$ cat config.mk
export PLATFORM = sky130hd
export DESIGN_NAME = sgm_root_cell
export DESIGN_NICKNAME = d
export VERILOG_FILES = /design/src/rtl/sgm_pkg.sv /design/src/rtl/sgm_root_cell.sv
export SDC_FILE = /design/constraint.sdc
export NUM_CORES = 1
export LEC_CHECK = 0
export BUFFER_PORTS_ARGS = -buffer_cell sky130_fd_sc_hd__buf_2
export CAP_MARGIN = 20
export CORE_ASPECT_RATIO = 1.2
export CORE_MARGIN = 3
export CORE_UTILIZATION = 36
export CTS_BUF_LIST = sky130_fd_sc_hd__clkbuf_4 sky130_fd_sc_hd__clkbuf_8 sky130_fd_sc_hd__clkbuf_16
export CTS_CLUSTER_DIAMETER = 100
export CTS_CLUSTER_SIZE = 30
export DETAILED_ROUTE_END_ITERATION = 16
export PLACE_DENSITY = 0.64
export SLEW_MARGIN = 10
export SYNTH_ARGS = -nofsm -noshare
export SYNTH_HDL_FRONTEND = slang
export SYNTH_SLANG_ARGS = --single-unit
$ cat constraint.sdc
create_clock -name clk_i -period 2.8 [get_ports clk_i]
set_clock_uncertainty 0.1 [all_clocks]
set_input_delay 0 -clock clk_i [delete_from_list [all_inputs] [get_ports clk_i]]
set_output_delay 0 -clock clk_i [all_outputs]
set_load 0.02 [all_outputs]
$ cat src/rtl/sgm_pkg.sv
package sgm_pkg;

  localparam int unsigned DefMaxWidth  = 1024;
  localparam int unsigned DefMaxHeight = 4096;
  localparam int unsigned RegIdxW      = 1;
  localparam int unsigned CfgDataW     = 13;
  localparam int unsigned WidthRegW    = 11;
  localparam int unsigned HeightRegW   = 13;
  localparam int unsigned PixW         = 8;
  localparam int unsigned SumW         = 21;
  localparam int unsigned RootSteps    = 8;
  localparam int unsigned MagLimit     = 255;

  localparam logic [RegIdxW-1:0] RegWidth  = 1'b0;
  localparam logic [RegIdxW-1:0] RegHeight = 1'b1;

  // Data handed from one root cell to the next.
  typedef struct packed {
    logic            vld;
    logic [SumW-1:0] rem;
    logic [7:0]      root;
    logic            sat;
    logic [11:0]     row;
    logic [9:0]      col;
    logic            last;
  } root_lane_t;

endpackage

$ cat src/rtl/sgm_root_cell.sv
// One restoring square-root step: decides a single result bit.
module sgm_root_cell import sgm_pkg::*; #(
  parameter int unsigned Bit = 7
) (
  input  logic       clk_i,
  input  logic       rst_ni,
  input  logic       en_i,
  input  root_lane_t lane_i,
  output root_lane_t lane_o
);

  logic [7:0]      trial;
  logic [SumW-1:0] sq;
  root_lane_t      lane_d, lane_q;

  // (m | b)^2 = m^2 + 2*m*b + b^2; rem holds s - m^2, so compare against 2*m*b + b^2.
  always_comb begin
    trial = lane_i.root | (8'd1 << Bit);
    sq    = (SumW'(lane_i.root) << (Bit + 1)) + (SumW'(1) << (2 * Bit));
    lane_d = lane_i;
    if (lane_i.rem >= sq) begin
      lane_d.rem  = lane_i.rem - sq;
      lane_d.root = trial;
    end
  end

  always_ff @(posedge clk_i or negedge rst_ni) begin
    if (!rst_ni) begin
      lane_q <= '0;
    end else if (en_i) begin
      lane_q <= lane_d;
    end
  end

  assign lane_o = lane_q;

endmodule

==> results of run 1 <==
## metrics by stage
stage	power [mW]	cell area, um2	hold slack (ns)	cells	worst slack, ns
2_1_floorplan	1.26	2690	-0.396	230	0.631
3_3_place_gp	1.45	3340	0.0228	420	0.403
3_5_place_dp	1.47	3340	0.0434	420	0.357
4_1_cts	1.98	3980	0.227	483	0.135
5_1_grt	2.07	4000	0.232	484	0.00691
6_report	1.95	4000	0.206	484	0.189
## routing by layer
metal  part of all wire  vias to the layer above
li1                   -                     1158
met1               0.41                     1157
met2               0.52                       69
met3              0.049                       16
met4              0.024                        0
met5                  0                        -
## layout by cell type (no fill, tap or decap), types with 7 or more instances in the layout
cell / n
buf_2: 110
dlygate4sd3_1: 55
dfrtp_1: 54
mux2_2: 42
nor2_1: 16
inv_1: 11
a21oi_1: 11
nand2_1: 11
a31oi_1: 9
ha_1: 9
o21ai_0: 7
## worst max-delay path: cells and delay by family
family	cells	cell delay, ns
buffers and inverters	3	0.73
AO/OA/AOI/OAI	4	0.73
AND/OR/NAND/NOR	2	0.72
adder cells (fa/ha/maj)	2	0.57
## power by group
group          internal, mW  switching, mW
Combinational         0.276          0.323
Sequential            0.869         0.0435
Clock                 0.187          0.254
Total                  1.33          0.621
## what timing repair did
item                       4_1_cts  5_1_grt
hold endpoints to repair        88        0
hold buffers                    55        0
setup endpoints to repair        0        1
resized for setup                0        3
setup buffers                    0        1
## cell type report
cell class	count	area, um2	share of cell area
clock buffer	6	76.3	0.0191
clock inverter	2	13.8	0.00344
inverter	11	41.3	0.0103
multi-input combinational	156	1270	0.318
sequential	54	1350	0.338
tap	87	109	0.0272
timing repair buffer	168	1140	0.284
## cell families (layout without fill, tap and decap cells)
family,Yosys count,after routing,synth area share
compound gates,45,45,0.110
xor+xnor,5,5,0.0163
fa+ha+maj,11,11,0.0540
buf+inv,20,187,0.0279
flops,54,54,0.503
mux,42,42,0.176
simple gates,53,53,0.113
## final timing paths
| path | end | slack, ns | depth (start not counted) |
|---|---|---|---|
| worst max-delay path | lane_o[52] | 0.19 | 11 |
| worst min-delay path | lane_o[40] | 0.21 | 2 |
| worst max register to register | lane_o[48] | 1.83 | 3 |
| worst min register to register | lane_o[7] | 0.41 | 1 |
| max in group asynchronous | lane_o[3] | 1.64 | 3 |
| min in group clk_i | lane_o[17] | 0.21 | 2 |
==> reports/results.txt, run 1 <==
Largest net degree at the start of global routing: 45
Die height: 101 um
Crit Path Max Fanout: 6
Yosys cell types: 40
Final Cycle Share: 0.932
Async set or reset register ratio after synthesis: 1.00
Yosys reg bits: 54
Clock slew at reported path FFs: 0.09 ns
Clk sinks: 54
WP data required: 2.93 ns
Post-DP HPWL: 4.89 mm
Max-slew violations: 0
Critical-path top delay cell: dlygate4sd3_1
CP peak stage delay: 0.53 ns
Clk buf depth: 2
Routing usage on met1: 0.205
Util after Layout: 0.570
First-pass GRT wire length: 11.8 mm
Post-Syn Instances: 230
Wire per inst: 14.5 um
Area delta synth->final: 48.9%
Commonest cells in the netlist: dfrtp_1, mux2_2, nor2_1
Synth warn: 0
Final setup fails: 0
CTS tree: yes
Most used routing layer: met2
Met3 usage: 0.0319
Fmax: 0.383 GHz
Cell with the most instances after synthesis: dfrtp_1
Peak supply drop: 226 uV
Mean Syn Cell Area: 11.7 um2
Nets@finish: 464
Relative slew slack: 0.466
Total iterations of the first detailed-routing run: 4
CP endpoint kind: flop
Min-Delay Path Class: in2async
Sequential area share after synthesis: 0.503
Final Hold Vio Count: 0
CTS root buffer: clkbuf_8
WL final: 7.00 mm
Top cells by area, synth: dfrtp_1, mux2_2, ha_1, nor2_1, a31oi_1
Starting DRT DRC Count: 87
Type of origin of the critical path: input pin
Port bufs: 110
Initial antenna violation count: 0
# IOs: 111
All-Layer GR Usage: 0.171
Vias per cell: 4.96
Crit path time final: 2.61 ns
CTS buffer count: 5
Syn_nets: 298
Share of cells above drive strength 1: 0.438
Top-area cell type share of the netlist area: 0.503
GRT overflow: 0
Mapped Area: 0.00269 mm2
CTS H-tree depth: 2
FILL cells: 624
Leakage: 1.85 nW
Post-synth EDFFs: 0
Vias: 2400
Die width: 84.9 um
Detail Route Antenna Nets: 0
Core box area: 0.00702 mm2
Largest register FFs: 54
Outcome: finished clean
Vias in the first global route: 2504
Critical path origin: lane_i[30]
Crit path DAT: 2.74 ns
Pwr dens: 488 mW/mm2
Area of the die: 0.00854 mm2
Critical path, cell by cell: dlygate4sd3_1, buf_2, ha_1, inv_1, ha_4, and4_2, o21ai_0, a21o_1, a31o_1, or4_1, a31oi_1
Critical path type: in2reg
Main flop type after synthesis: dfrtp_1
RSZ-0062 raised after global routing: false
Antenna diodes: 0
Row count: 33
GR Util met2: 0.302
Final GP Congestion: 0.776
Total Neg Setup Slack: 0 ns
# DRC: 0
Max-cap violation count: 0
Initial Util: 0.383
Worst-Margin Slew: 0.802 ns
Dominant cell type by area after synthesis: dfrtp_1
Worst r2r src: lane_o[48]
Worst-Skew Late Latency: 0.30 ns
Power figures use the tool's default switching activity.
==> run 2, diff against run 1 <==
--- a/config.mk
+++ b/config.mk
@@ -9,12 +9,12 @@
 export CAP_MARGIN = 20
 export CORE_ASPECT_RATIO = 1.2
 export CORE_MARGIN = 3
-export CORE_UTILIZATION = 36
-export CTS_BUF_LIST = sky130_fd_sc_hd__clkbuf_4 sky130_fd_sc_hd__clkbuf_8 sky130_fd_sc_hd__clkbuf_16
+export CORE_UTILIZATION = 35
+export CTS_BUF_LIST = sky130_fd_sc_hd__clkbuf_2
 export CTS_CLUSTER_DIAMETER = 100
 export CTS_CLUSTER_SIZE = 30
 export DETAILED_ROUTE_END_ITERATION = 16
-export PLACE_DENSITY = 0.64
+export PLACE_DENSITY = 0.57
 export SLEW_MARGIN = 10
 export SYNTH_ARGS = -nofsm -noshare
 export SYNTH_HDL_FRONTEND = slang
==> run 2 against run 1 <==
Register-to-register slack got worse by 0.46 ns. Non-clock buffer count is 21 higher. Highest routed layer unchanged. Combinational power rose by 6.5%. Fmax fell by 4.1%. Final cell count increased by 5.0%. Sequential power about the same. Clock power is 28% lower. Critical path type unchanged. Global-route usage down 0.70 points.
==> reports/results.txt, run 2 (synthesis gave the netlist of run 1 again) <==
Outcome: finished clean (unchanged)
Final Cycle Share: 0.972 (was 0.932)
Initial antenna violation count: 0 (unchanged)
All-Layer GR Usage: 0.164 (was 0.171)
CP delay by family, top: buffers and inverters (unchanged)
FILL cells: 667 (was 624)
Starting DRT DRC Count: 76 (was 87)
Vias per cell: 4.79 (was 4.96)
GRT overflow: 0 (unchanged)
Clock slew at reported path FFs: 0.29 ns (was 0.09 ns)
Final Hold Vio Count: 0 (unchanged)
Vias: 2433 (was 2400)
Crit path time final: 2.72 ns (was 2.61 ns)
Worst-Margin Slew: 0.957 ns (was 0.802 ns)
CTS tree: yes (unchanged)
Row count: 34 (was 33)
Clk buf depth: 2 (unchanged)
Finished Cell Area: 0.00415 mm2 (was 0.00400 mm2)
Critical-path top delay cell: dlygate4sd3_1 (unchanged)
Critical path, cell by cell: dlygate4sd3_1, buf_2, ha_1, inv_1, ha_4, and4_2, o21ai_0, a21o_1, a31o_1, o31ai_1, dlygate4sd3_1, a31oi_1 (was dlygate4sd3_1, buf_2, ha_1, inv_1, ha_4, and4_2, o21ai_0, a21o_1, a31o_1, or4_1, a31oi_1)
Critical Path Stages: 12 (was 11)
CP endpoint kind: flop (unchanged)
# DRC: 0 (unchanged)
Nets@finish: 485 (was 464)
Antenna diodes: 0 (unchanged)
Worst r2r src: lane_o[14] (was lane_o[48])
Final GP Congestion: 0.806 (was 0.776)
Critical path type: in2reg (unchanged)
Critical path endpoint: lane_o[52] (unchanged)
Area delta synth->final: 54.6% (was 48.9%)
Min-Delay Path Class: in2async (unchanged)
Port bufs: 110 (unchanged)
Vias in the first global route: 2618 (was 2504)
Pwr dens: 450 mW/mm2 (was 488 mW/mm2)
Setup bufs post-CTS: 0 (unchanged)
Die height: 102 um (was 101 um)
Reg2Reg Setup Slack: 1.37 ns (was 1.83 ns)
First-pass GRT wire length: 11.6 mm (was 11.8 mm)
Fmax: 0.367 GHz (was 0.383 GHz)
CTS H-tree depth: 2 (unchanged)
Initial Util: 0.365 (was 0.383)
Largest register FFs: 54 (unchanged)
Wire per inst: 13.8 um (was 14.5 um)
Total Neg Setup Slack: 0 ns (unchanged)
Core box area: 0.00736 mm2 (was 0.00702 mm2)
Die width: 86.0 um (was 84.9 um)
# IOs: 111 (unchanged)
Most frequent cells in the layout: buf_2, dlygate4sd3_1, dfrtp_1 (unchanged)
Crit Path Max Fanout: 6 (unchanged)
CTS root buffer: clkbuf_2 (was clkbuf_8)
Crit path DAT: 2.99 ns (was 2.74 ns)
Critical path origin: lane_i[30] (unchanged)
R2R Path End: lane_o[14] (was lane_o[48])
Total iterations of the first detailed-routing run: 4 (unchanged)
WL final: 7.03 mm (was 7.00 mm)
Largest net degree at the start of global routing: 43 (was 45)
Worst Path Buf+Inv: 4 (was 3)
CTS buffer count: 5 (unchanged)
R2R depth: 2 (was 3)
Share of cells above drive strength 1: 0.411 (was 0.438)
Relative slew slack: 0.362 (was 0.466)
CP peak stage delay: 0.59 ns (was 0.53 ns)
Leakage: 1.92 nW (was 1.85 nW)
Final Non-Filler Cells: 508 (was 484)
Final setup fails: 0 (unchanged)
Post-DP HPWL: 4.85 mm (was 4.89 mm)
Type of origin of the critical path: input pin (unchanged)
Area after DPL: 0.00334 mm2 (about the same)
Cells after DPL: 424 (was 420)
Setup WS pre-CTS: 0.371 ns (was 0.357 ns)
Clk sinks: 54 (unchanged)
WP data required: 3.06 ns (was 2.93 ns)
Peak supply drop: 285 uV (was 226 uV)
Area of the die: 0.00877 mm2 (was 0.00854 mm2)
Most used cell, CP: dlygate4sd3_1
Max-cap violation count: 0 (unchanged)
Detail Route Antenna Nets: 0 (unchanged)
Worst-Skew Late Latency: 0.45 ns (was 0.30 ns)
Max-slew violations: 0 (unchanged)
Final worst setup slack: 0.0771 ns (was 0.189 ns)
Most common library cell in the layout ignoring fill and taps: buf_2 (unchanged)
[run 2: cell types whose count changed in the layout (fill, tap and decap cells not counted)]
cell / delta
clkbuf_4: -1
clkinv_1: +2
dlygate4sd3_1: +21
clkinv_2: -1
clkbuf_2: +5
buf_4: +1
buf_12: -1
clkbuf_8: -5
[run 2: layer usage]
metal / share of wire / routed length (um) / global-route usage
met2: 0.49 / 3450 / 0.289
met1: 0.44 / 3060 / 0.198
met4: 0.0097 / 68 / 0.0451
met5: 0 / 0 / 0
met3: 0.064 / 447 / 0.0411
[run 2: timing repair]
item | 4_1_cts | 5_1_grt
hold buffers | 75 | 1
gates resized for setup | 0 | 3
setup endpoints to repair | 0 | 2
hold endpoints to repair | 95 | 1
[run 2: metrics by stage]
| stage | hold WS [ns] | power (mW) | utilization |
|---|---|---|---|
| after floorplan | -0.396 | 1.26 | - |
| after global placement | 0.105 | 1.46 | 0.454 |
| after detailed placement | 0.107 | 1.46 | 0.454 |
| after CTS | 0.00359 | 1.88 | 0.561 |
| after global routing | 0.137 | 1.98 | 0.564 |
| final | 0.0843 | 1.87 | 0.564 |
[run 2: worst min path at each step]
| stage | from | end | slack [ns] |
|---|---|---|---|
| floorplan | rst_ni | lane_o[0] | -0.40 |
| global placement | rst_ni | lane_o[28] | 0.11 |
| detailed placement | rst_ni | lane_o[28] | 0.11 |
| CTS | en_i | lane_o[23] | 0.004 |
| global route | rst_ni | lane_o[50] | 0.14 |
| finish | rst_ni | lane_o[50] | 0.08 |
[run 2: where the power goes]
| part | internal (mW) | total, mW | switching, mW |
|---|---|---|---|
| clock network | 0.0581 | 0.316 | 0.257 |
| registers | 0.870 | 0.913 | 0.0428 |
| logic | 0.311 | 0.639 | 0.328 |
| total | 1.24 | 1.87 | 0.628 |
[run 2: area by class of cell]
class	count	area, um2	area share
repair buffers	189	1330	0.321
clock inverters	3	16.3	0.00392
inverters	11	41.3	0.00994
multi-input cells	156	1270	0.307
clock buffers	5	25.0	0.00602
well taps	90	113	0.0271
flip-flops and latches	54	1350	0.325
